--- config.mk ---
export PLATFORM = sky130hd
export DESIGN_NAME = matrix_multiply_engine_top
export DESIGN_NICKNAME = d
export VERILOG_FILES = /design/src/rtl/mme_pkg.sv /design/src/rtl/matrix_multiply_engine_top.sv /design/src/rtl/mme_regs.sv /design/src/rtl/mme_ctrl.sv /design/src/rtl/mme_dp.sv
export SDC_FILE = /design/constraint.sdc
export NUM_CORES = 2
export LEC_CHECK = 0
export BUFFER_PORTS_ARGS = -buffer_cell sky130_fd_sc_hd__buf_4
export CAP_MARGIN = 20
export CORE_MARGIN = 10
export CORE_UTILIZATION = 45
export CTS_CLUSTER_SIZE = 8
export DETAILED_ROUTE_END_ITERATION = 12
export SETUP_SLACK_MARGIN = 0.02
export SYNTH_ARGS = -nofsm -noshare
export SYNTH_HDL_FRONTEND = slang
export SYNTH_HIERARCHICAL = 1
export SYNTH_SLANG_ARGS = --single-unit
--- constraint.sdc ---
create_clock -name clk -period 6.2 [get_ports clk]
set_input_delay 0.93 -clock clk [delete_from_list [all_inputs] [get_ports clk]]
set_output_delay 0.93 -clock clk [all_outputs]
set_load 0.02 [all_outputs]
--- src/rtl/mme_pkg.sv ---
// Package with shared types and constants of the matrix multiply engine.
`default_nettype none
package mme_pkg;

  // Fixed field widths of the stream and register ports
  localparam int CFG_W      = 4;
  localparam int ROW_W      = 3;
  localparam int ELEM_IN_W  = 16;
  localparam int VALUE_W    = 32;
  localparam int OPS_W      = 11;
  localparam int REQ_W      = 2;
  localparam int IN_DATA_W  = 24;
  localparam int OUT_DATA_W = 56;
  localparam int PADDR_W    = 4;
  localparam int PDATA_W    = 32;
  localparam int OPS_PER_MAC = 2;

  typedef enum logic [REQ_W-1:0] {
    REQ_WRITE_A = 2'd0,
    REQ_WRITE_B = 2'd1,
    REQ_COMPUTE = 2'd2
  } req_t;

  typedef enum logic [1:0] {
    REG_ROWS_A    = 2'd0,
    REG_INNER_DIM = 2'd1,
    REG_COLS_B    = 2'd2
  } reg_idx_t;

  typedef enum logic [1:0] {
    ST_IDLE,
    ST_ISSUE,
    ST_WAIT
  } state_t;

  // Raw register contents
  typedef struct packed {
    logic [CFG_W-1:0] rows_a;
    logic [CFG_W-1:0] inner_dim;
    logic [CFG_W-1:0] cols_b;
  } cfg_t;

  // Flags that travel with one multiply-add down the pipeline
  typedef struct packed {
    logic first;
    logic last_k;
    logic fin;
  } tag_t;

  // Controller to datapath
  typedef struct packed {
    logic             wr_a;
    logic             wr_b;
    logic             issue;
    tag_t             tag;
    logic [OPS_W-1:0] ops;
  } cmd_t;

  // Datapath to controller
  typedef struct packed {
    logic busy;
    logic out_free;
  } status_t;

endpackage
`default_nettype wire

--- src/rtl/matrix_multiply_engine_top.sv ---
// Top level of the integer matrix multiply engine.
//
//  channel   | dir | handshake               | payload
//  ----------+-----+-------------------------+---------------------------------
//  apb       | in  | psel/penable/pready     | rows_a, inner_dim, cols_b
//  s_axis    | in  | s_axis_tvalid/tready    | req_type; row, col, element
//  m_axis    | out | m_axis_tvalid/tready    | out_row, out_col, out_value,
//            |     |                         | op_count; last
//
// Write items of A and B are taken while no run is in progress, so loads can stream every cycle.
// A compute item issues one multiply-add a cycle for each result, through the single
// read port of each store, then through the read, multiply and accumulate stages, and
// waits for those stages to drain before the next dot product.
// A stalled result holds the loop before the next dot product starts.
// Reset is synchronous; the element stores are not cleared.
`default_nettype none
module matrix_multiply_engine_top #(
  parameter int MAX_DIM       = 8,
  parameter int ELEMENT_WIDTH = 16
) (
  input  logic                           clk,
  input  logic                           rst,
  input  logic                           psel,
  input  logic                           penable,
  input  logic                           pwrite,
  input  logic [mme_pkg::PADDR_W-1:0]    paddr,
  input  logic [mme_pkg::PDATA_W-1:0]    pwdata,
  output logic [mme_pkg::PDATA_W-1:0]    prdata,
  output logic                           pready,
  input  logic                           s_axis_tvalid,
  output logic                           s_axis_tready,
  input  logic [mme_pkg::IN_DATA_W-1:0]  s_axis_tdata,   // row, col, element
  input  logic [mme_pkg::REQ_W-1:0]      s_axis_tuser,   // req_type
  output logic                           m_axis_tvalid,
  input  logic                           m_axis_tready,
  output logic [mme_pkg::OUT_DATA_W-1:0] m_axis_tdata,   // out_row, out_col, out_value,
                                                         // op_count
  output logic                           m_axis_tlast    // last
);

  localparam int IDX_W = (MAX_DIM > 1) ? $clog2(MAX_DIM) : 1;

  mme_pkg::cfg_t    cfg;
  mme_pkg::cmd_t    cmd;
  mme_pkg::status_t status;
  logic [IDX_W-1:0] i_idx, j_idx, k_idx;

  logic [mme_pkg::ROW_W-1:0]   out_row, out_col;
  logic [mme_pkg::VALUE_W-1:0] out_value;
  logic [mme_pkg::OPS_W-1:0]   op_count;

  mme_regs u_regs (
    .clk     (clk),
    .rst     (rst),
    .psel    (psel),
    .penable (penable),
    .pwrite  (pwrite),
    .paddr   (paddr),
    .pwdata  (pwdata),
    .prdata  (prdata),
    .pready  (pready),
    .cfg     (cfg)
  );

  mme_ctrl #(
    .MAX_DIM (MAX_DIM)
  ) u_ctrl (
    .clk      (clk),
    .rst      (rst),
    .cfg      (cfg),
    .in_valid (s_axis_tvalid),
    .in_req   (s_axis_tuser),
    .in_ready (s_axis_tready),
    .status   (status),
    .cmd      (cmd),
    .i_idx    (i_idx),
    .j_idx    (j_idx),
    .k_idx    (k_idx)
  );

  mme_dp #(
    .MAX_DIM       (MAX_DIM),
    .ELEMENT_WIDTH (ELEMENT_WIDTH)
  ) u_dp (
    .clk       (clk),
    .rst       (rst),
    .cmd       (cmd),
    .i_idx     (i_idx),
    .j_idx     (j_idx),
    .k_idx     (k_idx),
    .in_row    (s_axis_tdata[2:0]),
    .in_col    (s_axis_tdata[5:3]),
    .in_elem   (s_axis_tdata[21:6]),
    .status    (status),
    .out_valid (m_axis_tvalid),
    .out_ready (m_axis_tready),
    .out_row   (out_row),
    .out_col   (out_col),
    .out_value (out_value),
    .op_count  (op_count),
    .out_last  (m_axis_tlast)
  );

  // Pack the result item, zero-filled to whole bytes
  assign m_axis_tdata = {7'b0, op_count, out_value, out_col, out_row};

endmodule
`default_nettype wire

--- src/rtl/mme_regs.sv ---
// Configuration registers behind the APB port.
`default_nettype none
module mme_regs (
  input  logic                        clk,
  input  logic                        rst,
  input  logic                        psel,
  input  logic                        penable,
  input  logic                        pwrite,
  input  logic [mme_pkg::PADDR_W-1:0] paddr,
  input  logic [mme_pkg::PDATA_W-1:0] pwdata,
  output logic [mme_pkg::PDATA_W-1:0] prdata,
  output logic                        pready,
  output mme_pkg::cfg_t               cfg
);

  logic                 wr_en;
  mme_pkg::reg_idx_t    idx;

  assign pready = 1'b1;
  assign wr_en  = psel && penable && pwrite;
  assign idx    = mme_pkg::reg_idx_t'(paddr[3:2]);

  // Write the addressed register; addresses past the list drop the item
  always_ff @(posedge clk) begin
    if (rst) begin
      cfg.rows_a    <= mme_pkg::CFG_W'(8);
      cfg.inner_dim <= mme_pkg::CFG_W'(8);
      cfg.cols_b    <= mme_pkg::CFG_W'(8);
    end else if (wr_en) begin
      case (idx)
        mme_pkg::REG_ROWS_A:    cfg.rows_a    <= pwdata[mme_pkg::CFG_W-1:0];
        mme_pkg::REG_INNER_DIM: cfg.inner_dim <= pwdata[mme_pkg::CFG_W-1:0];
        mme_pkg::REG_COLS_B:    cfg.cols_b    <= pwdata[mme_pkg::CFG_W-1:0];
        default: ;
      endcase
    end
  end

  // Read back
  always_comb begin
    case (idx)
      mme_pkg::REG_ROWS_A:    prdata = mme_pkg::PDATA_W'(cfg.rows_a);
      mme_pkg::REG_INNER_DIM: prdata = mme_pkg::PDATA_W'(cfg.inner_dim);
      mme_pkg::REG_COLS_B:    prdata = mme_pkg::PDATA_W'(cfg.cols_b);
      default:                prdata = '0;
    endcase
  end

endmodule
`default_nettype wire

--- src/rtl/mme_ctrl.sv ---
// Controller that sequences element writes and the multiply-add loops.
`default_nettype none
module mme_ctrl #(
  parameter int MAX_DIM = 8,
  localparam int DIM_W  = $clog2(MAX_DIM + 1),
  localparam int IDX_W  = (MAX_DIM > 1) ? $clog2(MAX_DIM) : 1
) (
  input  logic                      clk,
  input  logic                      rst,
  input  mme_pkg::cfg_t             cfg,
  input  logic                      in_valid,
  input  logic [mme_pkg::REQ_W-1:0] in_req,
  output logic                      in_ready,
  input  mme_pkg::status_t          status,
  output mme_pkg::cmd_t             cmd,
  output logic [IDX_W-1:0]          i_idx,
  output logic [IDX_W-1:0]          j_idx,
  output logic [IDX_W-1:0]          k_idx
);

  mme_pkg::state_t          state, state_next;
  logic [DIM_W-1:0]         i, j, k;
  logic [mme_pkg::OPS_W-1:0] ops;
  logic [DIM_W-1:0]         nr, nc, nk;
  logic [mme_pkg::OPS_W-1:0] ops_calc;
  logic                     k_last, i_last, j_last, elem_last;
  logic                     start, proceed, accept;

  // Treat zero as one and cap at the array size
  function automatic logic [DIM_W-1:0] clamp_dim(input logic [mme_pkg::CFG_W-1:0] v);
    logic [DIM_W-1:0] r;
    if (v == '0) begin
      r = DIM_W'(1);
    end else if (32'(v) > MAX_DIM) begin
      r = DIM_W'(MAX_DIM);
    end else begin
      r = DIM_W'(v);
    end
    return r;
  endfunction

  assign nr = clamp_dim(cfg.rows_a);
  assign nk = clamp_dim(cfg.inner_dim);
  assign nc = clamp_dim(cfg.cols_b);

  assign ops_calc = mme_pkg::OPS_W'(mme_pkg::OPS_PER_MAC) * mme_pkg::OPS_W'(nr)
                  * mme_pkg::OPS_W'(nc) * mme_pkg::OPS_W'(nk);

  assign k_last    = (k == nk - DIM_W'(1));
  assign i_last    = (i == nr - DIM_W'(1));
  assign j_last    = (j == nc - DIM_W'(1));
  assign elem_last = i_last && j_last;

  assign accept  = in_valid && in_ready;
  assign start   = accept && (in_req == mme_pkg::REQ_COMPUTE);
  assign proceed = !status.busy && status.out_free;

  assign i_idx = i[IDX_W-1:0];
  assign j_idx = j[IDX_W-1:0];
  assign k_idx = k[IDX_W-1:0];

  // Next state
  always_comb begin
    state_next = state;
    unique case (state)
      mme_pkg::ST_IDLE:  if (start) state_next = mme_pkg::ST_ISSUE;
      mme_pkg::ST_ISSUE: if (k_last) state_next = mme_pkg::ST_WAIT;
      mme_pkg::ST_WAIT: begin
        if (proceed) state_next = elem_last ? mme_pkg::ST_IDLE : mme_pkg::ST_ISSUE;
      end
      default: state_next = mme_pkg::ST_IDLE;
    endcase
  end

  // Outputs
  always_comb begin
    in_ready       = (state == mme_pkg::ST_IDLE);
    cmd.wr_a       = accept && (in_req == mme_pkg::REQ_WRITE_A);
    cmd.wr_b       = accept && (in_req == mme_pkg::REQ_WRITE_B);
    cmd.issue      = (state == mme_pkg::ST_ISSUE);
    cmd.tag.first  = (k == '0);
    cmd.tag.last_k = k_last;
    cmd.tag.fin    = k_last && elem_last;
    cmd.ops        = ops;
  end

  // State and loop counters
  always_ff @(posedge clk) begin
    if (rst) begin
      state <= mme_pkg::ST_IDLE;
      i     <= '0;
      j     <= '0;
      k     <= '0;
    end else begin
      state <= state_next;
      unique case (state)
        mme_pkg::ST_IDLE: begin
          if (start) begin
            i <= '0;
            j <= '0;
            k <= '0;
          end
        end
        mme_pkg::ST_ISSUE: begin
          if (!k_last) k <= k + DIM_W'(1);
        end
        mme_pkg::ST_WAIT: begin
          if (proceed && !elem_last) begin
            k <= '0;
            if (j_last) begin
              j <= '0;
              i <= i + DIM_W'(1);
            end else begin
              j <= j + DIM_W'(1);
            end
          end
        end
        default: ;
      endcase
    end
  end

  // Capture the operation count at the start of a run
  always_ff @(posedge clk) begin
    if (start) ops <= ops_calc;
  end

endmodule
`default_nettype wire

--- src/rtl/mme_dp.sv ---
// Datapath: element stores, multiplier, accumulator and output register.
`default_nettype none
module mme_dp #(
  parameter int MAX_DIM       = 8,
  parameter int ELEMENT_WIDTH = 16,
  localparam int IDX_W  = (MAX_DIM > 1) ? $clog2(MAX_DIM) : 1,
  localparam int DEPTH  = MAX_DIM * MAX_DIM,
  localparam int ADDR_W = (DEPTH > 1) ? $clog2(DEPTH) : 1
) (
  input  logic                                 clk,
  input  logic                                 rst,
  input  mme_pkg::cmd_t                        cmd,
  input  logic [IDX_W-1:0]                     i_idx,
  input  logic [IDX_W-1:0]                     j_idx,
  input  logic [IDX_W-1:0]                     k_idx,
  input  logic [mme_pkg::ROW_W-1:0]            in_row,
  input  logic [mme_pkg::ROW_W-1:0]            in_col,
  input  logic signed [mme_pkg::ELEM_IN_W-1:0] in_elem,
  output mme_pkg::status_t                     status,
  output logic                                 out_valid,
  input  logic                                 out_ready,
  output logic [mme_pkg::ROW_W-1:0]            out_row,
  output logic [mme_pkg::ROW_W-1:0]            out_col,
  output logic [mme_pkg::VALUE_W-1:0]          out_value,
  output logic [mme_pkg::OPS_W-1:0]            op_count,
  output logic                                 out_last
);

  localparam int EW = ELEMENT_WIDTH;

  logic [EW-1:0]        mem_a [DEPTH];
  logic [EW-1:0]        mem_b [DEPTH];

  logic [ADDR_W-1:0]    wr_addr, a_addr, b_addr;
  logic                 wr_ok;
  logic [EW-1:0]        wr_elem;

  logic                 s1_valid;
  mme_pkg::tag_t        s1_tag;
  logic [IDX_W-1:0]     s1_i, s1_j;
  logic signed [EW-1:0] rd_a, rd_b;

  logic signed [2*EW-1:0] mul;

  logic                       s2_valid;
  mme_pkg::tag_t              s2_tag;
  logic [IDX_W-1:0]           s2_i, s2_j;
  logic [mme_pkg::VALUE_W-1:0] s2_prod;

  logic [mme_pkg::VALUE_W-1:0] acc, acc_sum;

  // Store addresses, row-major
  assign wr_addr = ADDR_W'(in_row) * ADDR_W'(MAX_DIM) + ADDR_W'(in_col);
  assign a_addr  = ADDR_W'(i_idx) * ADDR_W'(MAX_DIM) + ADDR_W'(k_idx);
  assign b_addr  = ADDR_W'(k_idx) * ADDR_W'(MAX_DIM) + ADDR_W'(j_idx);
  assign wr_ok   = (32'(in_row) < MAX_DIM) && (32'(in_col) < MAX_DIM);
  assign wr_elem = EW'(in_elem);

  // Store A: one write port, one registered read port
  always_ff @(posedge clk) begin
    if (cmd.wr_a && wr_ok) mem_a[wr_addr] <= wr_elem;
    if (cmd.issue) rd_a <= mem_a[a_addr];
  end

  // Store B: one write port, one registered read port
  always_ff @(posedge clk) begin
    if (cmd.wr_b && wr_ok) mem_b[wr_addr] <= wr_elem;
    if (cmd.issue) rd_b <= mem_b[b_addr];
  end

  // Carry the flags and indices alongside the read
  always_ff @(posedge clk) begin
    if (cmd.issue) begin
      s1_tag <= cmd.tag;
      s1_i   <= i_idx;
      s1_j   <= j_idx;
    end
  end

  // Multiply and register the product
  assign mul = rd_a * rd_b;

  always_ff @(posedge clk) begin
    if (s1_valid) begin
      s2_prod <= mme_pkg::VALUE_W'(mul);
      s2_tag  <= s1_tag;
      s2_i    <= s1_i;
      s2_j    <= s1_j;
    end
  end

  // Accumulate, restarting on the first term of each dot product
  assign acc_sum = s2_tag.first ? s2_prod : acc + s2_prod;

  always_ff @(posedge clk) begin
    if (s2_valid) acc <= acc_sum;
  end

  // Load the output register on the last term of a dot product
  always_ff @(posedge clk) begin
    if (s2_valid && s2_tag.last_k) begin
      out_row   <= mme_pkg::ROW_W'(s2_i);
      out_col   <= mme_pkg::ROW_W'(s2_j);
      out_value <= acc_sum;
      op_count  <= s2_tag.fin ? cmd.ops : '0;
      out_last  <= s2_tag.fin;
    end
  end

  // Pipeline and output valid bits
  always_ff @(posedge clk) begin
    if (rst) begin
      s1_valid  <= 1'b0;
      s2_valid  <= 1'b0;
      out_valid <= 1'b0;
    end else begin
      s1_valid <= cmd.issue;
      s2_valid <= s1_valid;
      if (s2_valid && s2_tag.last_k) begin
        out_valid <= 1'b1;
      end else if (out_ready) begin
        out_valid <= 1'b0;
      end
    end
  end

  assign status.busy     = s1_valid || s2_valid;
  assign status.out_free = !out_valid || out_ready;

endmodule
`default_nettype wire

==> results.ini <==
[die]
start_util_pct = 45.3
boundaryPins = 161
die_area_um2 = 238000
core_um2 = 217000
std_cell_rows = 171
die_h_um = 487
die_w_um = 487

[min_path]
holdPathEnd = u_regs/cfg[3]
min-delay-start = pwdata[3]
holdCritPathClass = input port to flip-flop
worstHoldPathCells = 3

[placed_design]
dpl-instance-area_um2 = 104000
port_buffers = 92
gp_congestion = 0.809
dp_slack_ns = -0.0342
place_hpwl_mm = 142
placed_cells = 7956

[clocking]
numCtsBuffers = 333
root_buffer = clkbuf_16
insertion_delay_ns = 0.94
cts-hold-fix-buffers = 0
cts_max_level = 5
cts_tree = built
ctsLongestPathBuffers = 4
cts.sinks = 2251
clk_pin_slew_ns = 0.05

[cells_and_area]
finish.utilization_pct = 51.8
final_cells = 8343
n_fill_cell = 16908
area_delta_synth_final_pct = 14.5
nets = 5937
fin_area_um2 = 113000
drive_gt1_share_pct = 26.4

[timing]
relSlewSlack_pct = 25.1
tns_ns = 0
slew_viol_final = 0
finalSetupViolCount = 0
max_freq_ghz = 0.167
worst_pin_slew_ns = 1.12
fin_skew_ns = 0.0655
layout_min_cycle_time_ns = 6.00
fin_ws_ns = 0.201
hold_viol = 0
min_period_over_period_pct = 96.8

[global_route]
grt_overflow = 0
grt_pass1_vias = 50392
grt_pass1_wl_mm = 346
grt_use_total_pct = 19.8
grt_max_degree = 97
antenna_found_initial = 24

[routing]
via_per_inst = 5.76
wl_mm = 234
vias = 48021
drtIter0Drc = 4875
dr.pass1.iters = 7
wire_per_inst_um = 28.0
drc = 0
antenna_left = 0

[setup_path]
r2r_start = u_dp/rd_b[5]
path_cells = buf_4 -> buf_4 -> and2_1 -> fa_1 -> inv_1 -> fa_1 -> fa_1 -> inv_1 -> fa_1 -> fa_1 -> inv_1 -> fa_1 -> inv_1 -> ha_4 -> a21o_1 -> a21o_1 -> a21oi_2 -> nor2b_2 -> a211o_1 -> nand2_2 -> o211ai_1 -> a31oi_1 -> xnor2_1
rrSetupSlack_ns = 0.20
rr_endpoint = u_dp/s2_prod[31]
worst_r2r_path_depth = 23
cp.arrival_ns = 6.61
worstPathRequired_ns = 6.81
cp-end-kind = flip-flop
crit_path_top_delay_cell = fa_1
crit_type = flip-flop to flip-flop
worstPathMaxFanout = 8
critical_path.max_stage_delay_ns = 0.51
path_common_cell = fa_1
worstSetupStartpointType = flip-flop

[synth]
synth_area_um2 = 98300
synthFlopType = edfxtp_1
async_flop_share_pct = 0
synthCells = 4988
yosys_warnings = 6
synth-seq-area-share_pct = 68.5
synth_cell_types = 85
synth_edf_count = 2222
synth.avg_cell_area_um2 = 19.7
ys_seq_elements = 2251

[run_status]
status = complete, no violations

[power]
p_leak_nw = 37.3
p_per_area_nw_per_um2 = 363
peakVddDrop_uv = 386

[flow_run]
maxCapViolCount = 0

-- worst max-delay path, delay by kind of cell (launching register included) --
kind                     cells  cell delay (ns)
adder cells (fa/ha/maj)      7             3.17
AO/OA/AOI/OAI                6             1.13
buffers and inverters        6             0.55
flip-flops                   1             0.47
AND/OR/NAND/NOR              3             0.33
XOR/XNOR                     1             0.09
-- worst max-delay path by stage --
stage	to	startpoint	slack, ns	cells after the start
2_1_floorplan	u_dp/s2_prod[30]	u_dp/rd_a[15]	0.23	21
4_1_cts	u_dp/s2_prod[31]	u_dp/rd_b[4]	0.08	21
3_5_place_dp	u_dp/s2_prod[31]	u_dp/rd_b[4]	-0.03	21
3_3_place_gp	u_dp/s2_prod[31]	u_dp/rd_b[2]	0.04	20
5_1_grt	u_dp/s2_prod[25]	u_dp/rd_b[5]	-0.02	22
6_report	u_dp/s2_prod[31]	u_dp/rd_b[5]	0.20	23
-- stage by stage --
stage | hold WS [ns] | total power (W)
2_1_floorplan | 0.400 | 0.0229
3_3_place_gp | 0.402 | 0.0251
3_5_place_dp | 0.405 | 0.0252
4_1_cts | 0.251 | 0.0409
5_1_grt | 0.291 | 0.0427
6_report | 0.319 | 0.0408
-- layout by cell type, fill, tap and decap left out, drive strengths merged, types with 12 or more instances in the layout --
cell type	instances
mux2i	19
nand2	199
nand3	20
nand2b	30
edfxtp	2222
xnor2	61
and3	15
inv	342
clkbuf	365
dfxtp	29
and2	152
conb	37
ha	143
mux4	672
nor2	195
a21oi	63
buf	354
o31ai	12
nor3	14
a21o	24
o21ai	50
nor2b	25
fa	279
xor2	26
-- cell type report --
| class | count | area [µm²] | share of cell area [%] |
|---|---|---|---|
| diodes | 5 | 12.5 | 0.0111 |
| clock buffers | 365 | 8630 | 7.67 |
| clock inverters | 8 | 124 | 0.110 |
| inverters | 340 | 1280 | 1.13 |
| multi-input cells | 2166 | 28700 | 25.5 |
| flip-flops and latches | 2251 | 67300 | 59.8 |
| well taps | 2854 | 3570 | 3.17 |
| repair buffers | 354 | 2850 | 2.53 |
-- cells by family (layout without fill, tap and decap cells) --
family | after synthesis | after routing | share of synthesized area (%)
buffers and inverters | 604 | 1067 | 2.57
AOI/OAI and AO/OA | 222 | 222 | 1.52
DFF | 2251 | 2251 | 68.5
and+or+nand+nor | 705 | 705 | 3.51
adders and majority gates | 422 | 422 | 7.50
xor gates and xnor gates | 87 | 87 | 0.783
muxes | 693 | 693 | 15.6
other | 4 | 42 | 0.0153
-- where the power goes --
group	internal [W]	total, W	switching (W)
Sequential	0.0172	0.0173	0.000115
Combinational	0.00357	0.00784	0.00427
Clock	0.00974	0.0156	0.00589
Total	0.0305	0.0408	0.0103
-- synth_stat cells (all sizes together) (11+ instances only) --
cell       n  area (µm²)
mux4     672       15100
edfxtp  2222       66700
buf      130         751
nor2     195         732
and3      15        98.8
and2     152         953
o21bai    11        82.6
clkbuf   134         503
nor2b     25         166
a21o      24         180
ha       143        1790
nand2b    30         188
o31ai     12        95.1
dfxtp     29         581
nand2    199         747
nor3      14        75.1
mux2i     19         190
nand3     20         100
o21ai     50         254
xnor2     61         542
fa       279        5590
a21oi     63         319
inv      339        1270
xor2      26         228
-- flip-flops by register name, indices dropped and copies added, names as in the netlist, 4 cells and up --
signal,flops
u_regs/cfg,12
u_dp/rd_b,16
u_ctrl/i,4
u_dp/out_value,32
u_dp/rd_a,16
u_ctrl/k,4
u_dp/op_count,11
u_dp/mem_b,1024
u_dp/s2_prod,32
u_dp/mem_a,1024
u_ctrl/ops,10
u_ctrl/j,4
u_dp/acc,32
-- metal layers --
layer,up-vias,routed length (µm),track usage (%)
met1,25711,96800,27.4
met2,1685,113000,31.7
met5,-,76,0
met3,337,17600,4.28
li1,20276,-,-
met4,12,5840,5.56
-- timing repair --
action | in CTS | in global routing
pin swaps | 0 | 12
gates resized for setup | 1 | 25
buffers inserted | 0 | 9
setup endpoints to repair | 2 | 10
Power figures use the tool's default switching activity.
